## src/hw/rtl/ilp_pkg.sv

```systemverilog
// ----------------------------------------------------------------------------
// Integer literal parser package
// Shared types, character codes and digit helpers for the parser datapath.
// ----------------------------------------------------------------------------
package ilp_pkg;

    // Character codes
    localparam logic [7:0] CH_NUL   = 8'h00;
    localparam logic [7:0] CH_MINUS = 8'h2D;
    localparam logic [7:0] CH_ZERO  = 8'h30;
    localparam logic [7:0] CH_LOW_X = 8'h78;

    // Marker for a character that is no hex digit
    localparam logic [4:0] DIGIT_NONE = 5'd16;

    // Size classes
    localparam logic [2:0] SIZE_NONE = 3'd0;
    localparam logic [2:0] SIZE_BYTE = 3'd1;
    localparam logic [2:0] SIZE_HALF = 3'd2;
    localparam logic [2:0] SIZE_WORD = 3'd4;

    typedef enum logic [2:0] {
        PH_START  = 3'd0,
        PH_SIGNED = 3'd1,
        PH_ZERO   = 3'd2,
        PH_DIGITS = 3'd3,
        PH_ERROR  = 3'd4
    } phase_t;

    typedef enum logic [1:0] {
        RC_DEC = 2'd0,
        RC_OCT = 2'd1,
        RC_HEX = 2'd2
    } radix_t;

    typedef struct packed {
        phase_t      phase;
        radix_t      radix;
        logic        negative;
        logic [31:0] acc;
        logic        digit_seen;
    } parse_state_t;

    typedef struct packed {
        logic              valid_res;
        logic signed [31:0] value;
        logic [2:0]        size_bytes;
    } parse_result_t;

    localparam parse_state_t STATE_RESET = '{
        phase:      PH_START,
        radix:      RC_DEC,
        negative:   1'b0,
        acc:        32'd0,
        digit_seen: 1'b0
    };

    // Digit value in either case, or DIGIT_NONE
    function automatic logic [4:0] digit_value(input logic [7:0] c);
        logic [4:0] d;
        d = DIGIT_NONE;
        if (c >= 8'h30 && c <= 8'h39) begin
            d = 5'(c - 8'h30);
        end else if (c >= 8'h61 && c <= 8'h66) begin
            d = 5'(c - 8'h61 + 8'd10);
        end else if (c >= 8'h41 && c <= 8'h46) begin
            d = 5'(c - 8'h41 + 8'd10);
        end
        return d;
    endfunction

    function automatic logic [4:0] radix_base(input radix_t r);
        logic [4:0] b;
        case (r)
            RC_OCT:  b = 5'd8;
            RC_HEX:  b = 5'd16;
            default: b = 5'd10;
        endcase
        return b;
    endfunction

    // Accumulator times radix, built from shifts, modulo 2^32
    function automatic logic [31:0] scale_acc(input logic [31:0] a, input radix_t r);
        logic [31:0] s;
        case (r)
            RC_OCT:  s = {a[28:0], 3'b000};
            RC_HEX:  s = {a[27:0], 4'b0000};
            default: s = {a[28:0], 3'b000} + {a[30:0], 1'b0};
        endcase
        return s;
    endfunction

endpackage

```

## src/hw/rtl/ilp_step.sv

```systemverilog
// ----------------------------------------------------------------------------
// Integer literal parser step
// Next parse state and terminator result for one character.
// ----------------------------------------------------------------------------
module ilp_step (
    input  ilp_pkg::parse_state_t  cur,
    input  logic [7:0]             ch,
    output ilp_pkg::parse_state_t  nxt,
    output ilp_pkg::parse_result_t res
);
    import ilp_pkg::*;

    radix_t      sel_radix;
    logic [4:0]  dval;
    logic        dig_ok;
    logic [31:0] mac;
    logic        tok_ok;

    // Pick the radix a digit is checked against in this phase
    always_comb begin
        if (cur.phase == PH_START || cur.phase == PH_SIGNED) begin
            sel_radix = RC_DEC;
        end else begin
            sel_radix = cur.radix;
        end
    end

    // Digit check and multiply-accumulate
    assign dval   = digit_value(ch);
    assign dig_ok = (dval < radix_base(sel_radix));
    assign mac    = scale_acc(cur.acc, sel_radix) + {28'd0, dval[3:0]};

    assign tok_ok = (cur.phase == PH_START || cur.phase == PH_SIGNED ||
                     cur.phase == PH_ZERO  || cur.phase == PH_DIGITS) && cur.digit_seen;

    // Advance the parse state, emit the result on the terminator
    always_comb begin
        nxt = cur;
        res = '0;
        if (ch == CH_NUL) begin
            nxt = STATE_RESET;
            if (tok_ok) begin
                res.valid_res = 1'b1;
                res.value     = cur.negative ? -cur.acc : cur.acc;
                if (cur.acc[31:8] == 24'd0) begin
                    res.size_bytes = SIZE_BYTE;
                end else if (cur.acc[31:16] == 16'd0) begin
                    res.size_bytes = SIZE_HALF;
                end else begin
                    res.size_bytes = SIZE_WORD;
                end
            end else begin
                res.size_bytes = SIZE_NONE;
            end
        end else begin
            unique case (cur.phase)
                PH_START, PH_SIGNED: begin
                    if (cur.phase == PH_START && ch == CH_MINUS) begin
                        nxt.negative = 1'b1;
                        nxt.phase    = PH_SIGNED;
                    end else if (ch == CH_ZERO) begin
                        nxt.radix      = RC_OCT;
                        nxt.digit_seen = 1'b1;
                        nxt.acc        = 32'd0;
                        nxt.phase      = PH_ZERO;
                    end else begin
                        nxt.radix = RC_DEC;
                        if (dig_ok) begin
                            nxt.acc        = mac;
                            nxt.digit_seen = 1'b1;
                            nxt.phase      = PH_DIGITS;
                        end else begin
                            nxt.phase = PH_ERROR;
                        end
                    end
                end
                PH_ZERO: begin
                    if (ch == CH_LOW_X) begin
                        nxt.radix      = RC_HEX;
                        nxt.digit_seen = 1'b0;
                        nxt.phase      = PH_DIGITS;
                    end else if (dig_ok) begin
                        nxt.acc        = mac;
                        nxt.digit_seen = 1'b1;
                        nxt.phase      = PH_DIGITS;
                    end else begin
                        nxt.phase = PH_ERROR;
                    end
                end
                PH_DIGITS: begin
                    if (dig_ok) begin
                        nxt.acc        = mac;
                        nxt.digit_seen = 1'b1;
                        nxt.phase      = PH_DIGITS;
                    end else begin
                        nxt.phase = PH_ERROR;
                    end
                end
                default: begin
                    nxt.phase = PH_ERROR;
                end
            endcase
        end
    end

endmodule

```

## src/hw/rtl/ilp_out_buf.sv

```systemverilog
// ----------------------------------------------------------------------------
// Integer literal parser output buffer
// Result register with valid/ready hold toward the receiver.
// ----------------------------------------------------------------------------
module ilp_out_buf (
    input  logic                   aclk,
    input  logic                   aresetn,
    input  logic                   load,
    input  ilp_pkg::parse_result_t load_res,
    output logic                   can_load,
    output logic                   m_valid,
    input  logic                   m_ready,
    output ilp_pkg::parse_result_t res_out
);
    import ilp_pkg::*;

    logic          valid_reg;
    logic          valid_next;
    parse_result_t res_reg;

    // Free when empty or when the held beat leaves this cycle
    assign can_load = !valid_reg || m_ready;

    always_comb begin
        valid_next = valid_reg;
        if (load) begin
            valid_next = 1'b1;
        end else if (m_ready) begin
            valid_next = 1'b0;
        end
    end

    // Hold the valid flag
    always_ff @(posedge aclk) begin
        if (!aresetn) begin
            valid_reg <= 1'b0;
        end else begin
            valid_reg <= valid_next;
        end
    end

    // Capture the result payload
    always_ff @(posedge aclk) begin
        if (load) begin
            res_reg <= load_res;
        end
    end

    assign m_valid = valid_reg;
    assign res_out = res_reg;

endmodule

```

## src/hw/rtl/integer_literal_parser.sv

```systemverilog
// ----------------------------------------------------------------------------
// Integer literal parser
// Parses decimal, octal and hex integer tokens one character per beat.
// ----------------------------------------------------------------------------
// Usage:
//   The s_ channel carries one ASCII character per beat on s_ch; a zero
//   character ends the token. Only the terminator produces a beat on the
//   m_ channel: m_valid_res, the signed m_value and m_size_bytes (0, 1, 2 or 4).
//   Characters pass an input register, then the parse logic updates the
//   token state; a terminator loads the result register.
//   A terminator is held in the input register, then loaded into the
//   result register that drives m_valid. Throughput: one character per
//   cycle while no terminator waits on a full result register; the rate
//   rests on the combinational shift-and-add accumulator update. When the
//   receiver stalls, other characters keep flowing; a terminator waits in
//   the input register, with s_ready low, until the result register frees up.
//   Reset (aresetn low, synchronous) empties both registers and returns
//   the token state to the start of a token, positive, decimal, zero.
// ----------------------------------------------------------------------------
module integer_literal_parser (
    input  logic               aclk,
    input  logic               aresetn,
    input  logic               s_valid,
    output logic               s_ready,
    input  logic [7:0]         s_ch,
    output logic               m_valid,
    input  logic               m_ready,
    output logic               m_valid_res,
    output logic signed [31:0] m_value,
    output logic [2:0]         m_size_bytes
);
    import ilp_pkg::*;

    logic          in_valid_reg;
    logic          in_valid_next;
    logic [7:0]    ch_reg;
    parse_state_t  state_reg;
    parse_state_t  state_next;
    parse_result_t step_res;
    parse_result_t out_res;
    logic          is_term;
    logic          out_free;
    logic          stage_fire;

    // Process the held character unless it is a terminator facing a full output
    assign is_term    = (ch_reg == CH_NUL);
    assign stage_fire = in_valid_reg && (!is_term || out_free);
    assign s_ready    = !in_valid_reg || stage_fire;

    always_comb begin
        in_valid_next = in_valid_reg;
        if (s_valid && s_ready) begin
            in_valid_next = 1'b1;
        end else if (stage_fire) begin
            in_valid_next = 1'b0;
        end
    end

    // Input register
    always_ff @(posedge aclk) begin
        if (!aresetn) begin
            in_valid_reg <= 1'b0;
        end else begin
            in_valid_reg <= in_valid_next;
        end
    end

    always_ff @(posedge aclk) begin
        if (s_valid && s_ready) begin
            ch_reg <= s_ch;
        end
    end

    // Token state register
    always_ff @(posedge aclk) begin
        if (!aresetn) begin
            state_reg <= STATE_RESET;
        end else if (stage_fire) begin
            state_reg <= state_next;
        end
    end

    ilp_step u_step (
        .cur (state_reg),
        .ch  (ch_reg),
        .nxt (state_next),
        .res (step_res)
    );

    ilp_out_buf u_out_buf (
        .aclk     (aclk),
        .aresetn  (aresetn),
        .load     (stage_fire && is_term),
        .load_res (step_res),
        .can_load (out_free),
        .m_valid  (m_valid),
        .m_ready  (m_ready),
        .res_out  (out_res)
    );

    assign m_valid_res  = out_res.valid_res;
    assign m_value      = out_res.value;
    assign m_size_bytes = out_res.size_bytes;

`ifndef ASSERT_OFF
    // Invalid tokens carry zero value and size
    a_invalid_zero: assert property (@(posedge aclk) disable iff (!aresetn)
        m_valid && !m_valid_res |-> m_value == 32'sd0 && m_size_bytes == SIZE_NONE)
        else $error("invalid result with nonzero payload");

    // Valid tokens carry a legal size class
    a_valid_size: assert property (@(posedge aclk) disable iff (!aresetn)
        m_valid && m_valid_res |->
            m_size_bytes == SIZE_BYTE || m_size_bytes == SIZE_HALF ||
            m_size_bytes == SIZE_WORD)
        else $error("valid result with bad size class");

    // A processed terminator returns the token state to its start
    a_term_restart: assert property (@(posedge aclk) disable iff (!aresetn)
        stage_fire && is_term |=>
            state_reg.phase == PH_START && state_reg.acc == 32'd0 &&
            !state_reg.negative && !state_reg.digit_seen)
        else $error("token state not cleared after terminator");

    // Input stalls only with a terminator waiting on a full output
    a_stall_cause: assert property (@(posedge aclk) disable iff (!aresetn)
        !s_ready |-> in_valid_reg && is_term && m_valid && !m_ready)
        else $error("input stalled without cause");
`endif

endmodule
```

## config.mk

```make
export PLATFORM = sky130hd
export DESIGN_NAME = integer_literal_parser
export DESIGN_NICKNAME = d
export VERILOG_FILES = /design/src/hw/rtl/ilp_pkg.sv /design/src/hw/rtl/ilp_step.sv /design/src/hw/rtl/ilp_out_buf.sv /design/src/hw/rtl/integer_literal_parser.sv
export SDC_FILE = /design/constraint.sdc
export NUM_CORES = 1
export LEC_CHECK = 0
export ABC_AREA = 1
export BUFFER_PORTS_ARGS = -buffer_cell sky130_fd_sc_hd__buf_2
export CAP_MARGIN = 20
export CORE_AREA = 2 2 120 122
export DETAILED_ROUTE_END_ITERATION = 12
export DIE_AREA = 0 0 122 124
export PLACE_DENSITY_LB_ADDON = 0.25
export SYNTH_ARGS = -nofsm -noshare
export SYNTH_HDL_FRONTEND = slang
export SYNTH_SLANG_ARGS = --single-unit
```

## constraint.sdc

```tcl
create_clock -name aclk -period 5.7 [get_ports aclk]
set_clock_uncertainty 0.05 [all_clocks]
set_input_delay 0.285 -clock aclk [delete_from_list [all_inputs] [get_ports aclk]]
set_output_delay 0.285 -clock aclk [all_outputs]
set_load 0.02 [all_outputs]
```

==> results.sh, run 1 <==
export IMPL_htree_num_levels=3
export IMPL_routedWlPerCell_um=15.53
export IMPL_setup_viol_count_final=0
export IMPL_finalHoldViolations=0
export IMPL_syn_avg_cell_area_um2=6.318
export IMPL_power_density_nw_per_um2=160.7
export IMPL_rsz0062_at_grt="false"
export IMPL_max_slew_worst_pin_slew_ps=1048
export IMPL_maxSlewViolCount=0
export IMPL_num_nets_final=1347
export IMPL_via_count=8282
export IMPL_grt_pass1_wl_um=37090
export IMPL_drive_above_1_share_pct=11.40
export IMPL_die_h_um=124
export IMPL_ys_seq_area_share_pct=26.97
export IMPL_status="complete, no violations"
export IMPL_crit_path_end_kind="flip-flop"
export IMPL_start_util_pct=57.88
export IMPL_fillers=1326
export IMPL_cp_cell_sequence="nor2_1 > inv_1 > nand2_1 > ha_1 > clkinv_1 > ha_1 > a21oi_1 > nand2_2 > nor2_2 > nand3_1 > a21oi_1"
export IMPL_synth_edf_count=44
export IMPL_antenna_found_initial=0
export IMPL_diodes=0
export IMPL_drt_total_wl_um=22950
export IMPL_fin_crit_ps=4084
export IMPL_arrival_ps=4320
export IMPL_ctsResizeCount=0
export IMPL_syn_num_nets=1311
export IMPL_final_area_um2=8615
export IMPL_num_io_pins=50
export IMPL_cts_path_max_buffers=2
export IMPL_critPathTopFamily="simple AND/OR/NAND/NOR gates"
export IMPL_yosys_register_bits=85
export IMPL_multi_input_area_um2=4828
export IMPL_die_area_um2=15130
export IMPL_clkTransAtPathRegs_ps=70
export IMPL_yosysUniqueCellTypes=52
export IMPL_clk_latency_ps=350
export IMPL_layout_commonest_cell="nand2_1"
export IMPL_root_buffer="clkbuf_16"
export IMPL_core_um2=13720
export IMPL_layout_common_cells="nand2_1, inv_1, a21oi_1, nand3_1, nor2_1"
export IMPL_die_width_um=122
export IMPL_ys_dominant_reg_cell="edfxtp_1"
export IMPL_antenna_left=0
export IMPL_largest_reg_flops=39
export IMPL_relSlewSlack_pct=29.72
export IMPL_maxCapViolCount=0
export IMPL_grt_pass1_vias=7449
export IMPL_ctsHoldBuffers=0
export IMPL_rows=43
export IMPL_synthArstFlopShare_pct=0
export IMPL_cts_made_buffers=9
export IMPL_placed_area_um2=8312
export IMPL_place_congestion=0.9789
export IMPL_p_total_uw=1385
export IMPL_synth_cells=1257
export IMPL_grt_overflow=0
export IMPL_hp_class="in -> reg"
export IMPL_synth_area_um2=7941
export IMPL_grtUsageTotal_pct=31.49
export IMPL_synth_warnings=0
export IMPL_hpwlAfterDp_um=17420
export IMPL_finalCritPeriodShare_pct=71.66
export IMPL_area_delta_synth_final_pct=8.476
export IMPL_tns_ps=0
export IMPL_max_freq_ghz=0.2448
export IMPL_crit_required_ps=5930
export IMPL_critPathBufInv=2
export IMPL_leakage_uw=0.003972
export IMPL_drt_iter0_drc=809
export IMPL_cts_tree="yes"
export IMPL_path_class="reg -> reg"
export IMPL_first_pass_iters=5
export IMPL_drc=0
export IMPL_worstSetupStartpointType="flip-flop"
export IMPL_crit_fanout=22
export IMPL_critical_path_slowest_cell="nor2_2"
export IMPL_cts_setup_buffers=0
export IMPL_port_buffers=49
export IMPL_viasPerCell=5.604
export IMPL_cp_slowest_stage_delay_ps=830
export IMPL_grt_max_degree=38
export IMPL_worst_ir_drop_vdd_uv=198.2
export IMPL_seq_area_um2=2142
export IMPL_cts_sinks=85
[path summary, 6_finish.rpt]
| path | depth (start not counted) | start | to | slack, ps |
|---|---|---|---|---|
| max | 11 | state_reg[37]$_SDFFE_PN0P_ | state_reg[5]$_SDFFE_PN0P_ | 1620 |
| min | 1 | s_ch[1] | ch_reg[1]$_DFFE_PP_ | 50 |
| max reg2reg | 11 | state_reg[37]$_SDFFE_PN0P_ | state_reg[5]$_SDFFE_PN0P_ | 1620 |
| min reg2reg | 2 | state_reg[0]$_SDFFE_PN0P_ | state_reg[0]$_SDFFE_PN0P_ | 420 |
[routing by layer]
layer | share of wire [%] | track usage [%]
met2 | 44 | 49.27
met4 | 2.4 | 10.42
met1 | 45 | 45.02
met3 | 8.9 | 4.121
met5 | 0 | 0
[Yosys cell counts (2+ instances only)]
cell,n,share of area [%]
a21o_1,2,0.19
a21oi_1,113,7.1
a21oi_2,4,0.44
a22oi_1,3,0.28
a31oi_1,3,0.24
and2_1,2,0.16
buf_2,12,0.76
buf_6,2,0.28
clkbuf_1,13,0.61
clkinv_1,3,0.14
dfxtp_1,41,10
edfxtp_1,44,17
fa_1,2,0.50
ha_1,40,6.3
inv_1,209,9.9
inv_2,12,0.57
nand2_1,358,17
nand2_2,19,1.5
nand3_1,98,6.2
nand3_2,10,1.3
nand3b_1,7,0.66
nand4_1,16,1.3
nor2_1,86,4.1
nor2_2,13,1.0
nor2_4,8,1.1
nor3_1,25,1.6
nor3_2,4,0.50
nor4_1,2,0.16
o211ai_1,6,0.57
o21a_1,2,0.19
o21ai_0,40,2.5
o21ai_1,6,0.38
o21bai_1,2,0.19
o221ai_1,16,1.8
o22ai_1,7,0.55
o31ai_1,2,0.19
or2_2,3,0.24
xnor2_1,2,0.22
xor2_1,7,0.77
[area by class of cell]
type | count | share of cell area [%]
clock inverters | 5 | 0.6972
well taps | 180 | 2.614
flip-flops and latches | 85 | 24.87
inverters | 224 | 9.760
repair buffers | 53 | 3.195
multi-input cells | 920 | 56.05
clock buffers | 11 | 2.818
[power by group]
group          switching (µW)  leakage, µW  total [µW]  internal, µW
sequential               9.97     0.000724         656           646
combinational            78.2      0.00310         110          32.3
clock                     264     0.000146         618           354
total                     352      0.00397        1380          1030
[metrics by stage]
step                hold WS (ps)  cells  util [%]  setup slack (ps)
floorplan                  333.9   1257         -              1917
global placement           403.5   1462     60.58              1769
detailed placement         411.6   1462     60.58              1655
CTS                        46.36   1478     62.79              1623
global route               46.43   1478     62.79              1205
finish                     48.87   1478     62.79              1616
[kinds of logic after synthesis]
family	Yosys count	synth area share, %
AOI/OAI and AO/OA	213	15.58
xor gates and xnor gates	9	0.9927
buffers and inverters	252	12.29
adders and majority gates	42	6.806
and+or+nand+nor	656	37.36
DFF	85	26.97
(Power assumes the default switching activity.)
==> inputs of run 2 (changes only) <==
CORE_AREA = 2 2 122 124   (was 2 2 120 122)
DIE_AREA = 0 0 124 126   (was 0 0 122 124)
clock period = 3.4 ns   (was 5.7 ns; I/O delays follow)
==> results.sh, run 2 (synthesis gave the netlist of run 1 again) <==
export IMPL_maxSlewViolCount=0
export IMPL_die_width_um=124
export IMPL_status="finished, violations left"
export IMPL_viasPerCell=5.722
export IMPL_p_total_uw=2392
export IMPL_crit_path_end_kind="flip-flop"
export IMPL_grt_pass1_vias=8177
export IMPL_critPathTopFamily="simple AND/OR/NAND/NOR gates"
export IMPL_grt_pass1_wl_um=41260
export IMPL_antenna_found_initial=0
export IMPL_first_pass_iters=7
export IMPL_rr_worst_depth=25
export IMPL_finalHoldViolations=0
export IMPL_seq_area_um2=2145
export IMPL_grt_overflow=0
export IMPL_core_um2=14310
export IMPL_cts_tree="yes"
export IMPL_max_slew_worst_pin_slew_ps=750.4
export IMPL_area_delta_synth_final_pct=19.74
export IMPL_die_area_um2=15620
export IMPL_critPathBufInv=6
export IMPL_port_buffers=49
export IMPL_grtUsageTotal_pct=33.90
export IMPL_maxCapViolCount=0
export IMPL_postLayoutSetupSlackWorst_ps=-345.1
export IMPL_root_buffer="clkbuf_16"
export IMPL_num_io_pins=50
export IMPL_critical_path_slowest_cell="edfxtp_1"
export IMPL_arrival_ps=3990
export IMPL_place_ws_ps=-216.9
export IMPL_tns_ps=-3805
export IMPL_clkTransAtPathRegs_ps=60
export IMPL_hold_path_depth=3
export IMPL_die_h_um=126
export IMPL_worstSetupStartpointType="flip-flop"
export IMPL_cp_common_cell="buf_4"
export IMPL_largest_reg_flops=39
export IMPL_crit_fanout=7
export IMPL_setup_viol_count_final=20
export IMPL_cts_made_buffers=9
export IMPL_htree_num_levels=3
export IMPL_clk_latency_ps=360
export IMPL_layout_common_cells="nand2_1, inv_1, a21oi_1, nand3_1, nor2_1"
export IMPL_fin_crit_ps=3745
export IMPL_hp_class="in -> reg"
export IMPL_antenna_left=0
export IMPL_path_class="reg -> reg"
export IMPL_leakage_uw=0.004405
export IMPL_max_freq_ghz=0.2670
export IMPL_via_count=8984
export IMPL_multi_input_area_um2=5022
export IMPL_rsz0062_at_grt="true"
export IMPL_diodes=0
export IMPL_drt_iter0_drc=730
export IMPL_start_util_pct=55.48
export IMPL_layout_commonest_cell="nand2_1"
export IMPL_place_congestion=0.9912
export IMPL_routedWlPerCell_um=16.46
export IMPL_finalCritPeriodShare_pct=110.1
export IMPL_drive_above_1_share_pct=19.19
export IMPL_drc=0
export IMPL_violations="setup timing"
export IMPL_cts_path_max_buffers=2
export IMPL_crit_required_ps=3640
export IMPL_num_nets_final=1435
export IMPL_worst_path_stages=25
export IMPL_cts_sinks=85
export IMPL_worst_ir_drop_vdd_uv=239.1
export IMPL_hpwlAfterDp_um=18480
export IMPL_cp_slowest_stage_delay_ps=400
export IMPL_grt_max_degree=37
export IMPL_drt_total_wl_um=25840
export IMPL_relSlewSlack_pct=49.92
export IMPL_power_density_nw_per_um2=251.6
export IMPL_fillers=1291
export IMPL_rows=44
==> run 2: changes by cell type in the layout (fill, tap and decap cells not counted), sizes merged <==
cell | previous run | this run
buf | 53 | 133
dlygate4sd3 | 0 | 8
clkbuf | 11 | 12
clkinvlp | 1 | 0
==> run 2: worst min-delay path: stages <==
cell and delay (ps):
buf_2 100, nand2_1 70, a21oi_1 60
==> run 2: metal layers <==
layer | wire [µm] | global-route usage [%] | up-vias
met4 | 1212 | 15.99 | 0
met5 | 0 | 0 | -
met3 | 2214 | 5.752 | 93
met2 | 11690 | 53.36 | 443
li1 | - | - | 4365
met1 | 10720 | 45.05 | 4083
==> run 2: report_power, final <==
group | total, µW | internal [µW] | switching [µW] | leakage [µW]
combinational | 260 | 97.3 | 163 | 0.00353
sequential | 1100 | 1080 | 12.0 | 0.000725
clock | 1040 | 589 | 448 | 0.000147
==> run 2: what timing repair did <==
| item | 4_1_cts | 5_1_grt |
|---|---|---|
| hold endpoints to repair | 8 | 0 |
| setup buffers | 22 | 6 |
| setup endpoints to repair | 14 | 25 |
| resized for setup | 27 | 19 |
| hold buffers | 8 | 0 |
| pin swaps | 18 | 22 |
==> run 2: cell type report <==
| class | instances | share of cell area [%] |
|---|---|---|
| clock buffer | 12 | 2.592 |
| clock inverter | 4 | 0.4868 |
| multi-input combinational | 920 | 52.82 |
| inverter | 224 | 8.842 |
| sequential | 85 | 22.55 |
| timing repair buffer | 141 | 10.29 |
| tap | 184 | 2.421 |
==> run 2: metrics by stage <==
stage	utilization, %	cell area, µm²	std cells	hold WS [ps]
2_1_floorplan	-	7996	1257	218.9
3_3_place_gp	61.15	8752	1520	296.1
3_5_place_dp	61.15	8752	1520	298.7
4_1_cts	65.59	9389	1566	25.80
5_1_grt	66.43	9509	1570	69.81
6_report	66.43	9509	1570	34.51
==> run 2: worst paths after layout <==
check | startpoint | to | slack [ps]
setup reg to reg | ch_reg[1]$_DFFE_PP_ | state_reg[30]$_SDFFE_PN0P_ | -350
hold reg to reg | state_reg[0]$_SDFFE_PN0P_ | state_reg[0]$_SDFFE_PN0P_ | 420
hold / removal | s_valid | in_valid_reg$_SDFFE_PN0P_ | 30
setup / recovery | ch_reg[1]$_DFFE_PP_ | state_reg[30]$_SDFFE_PN0P_ | -350
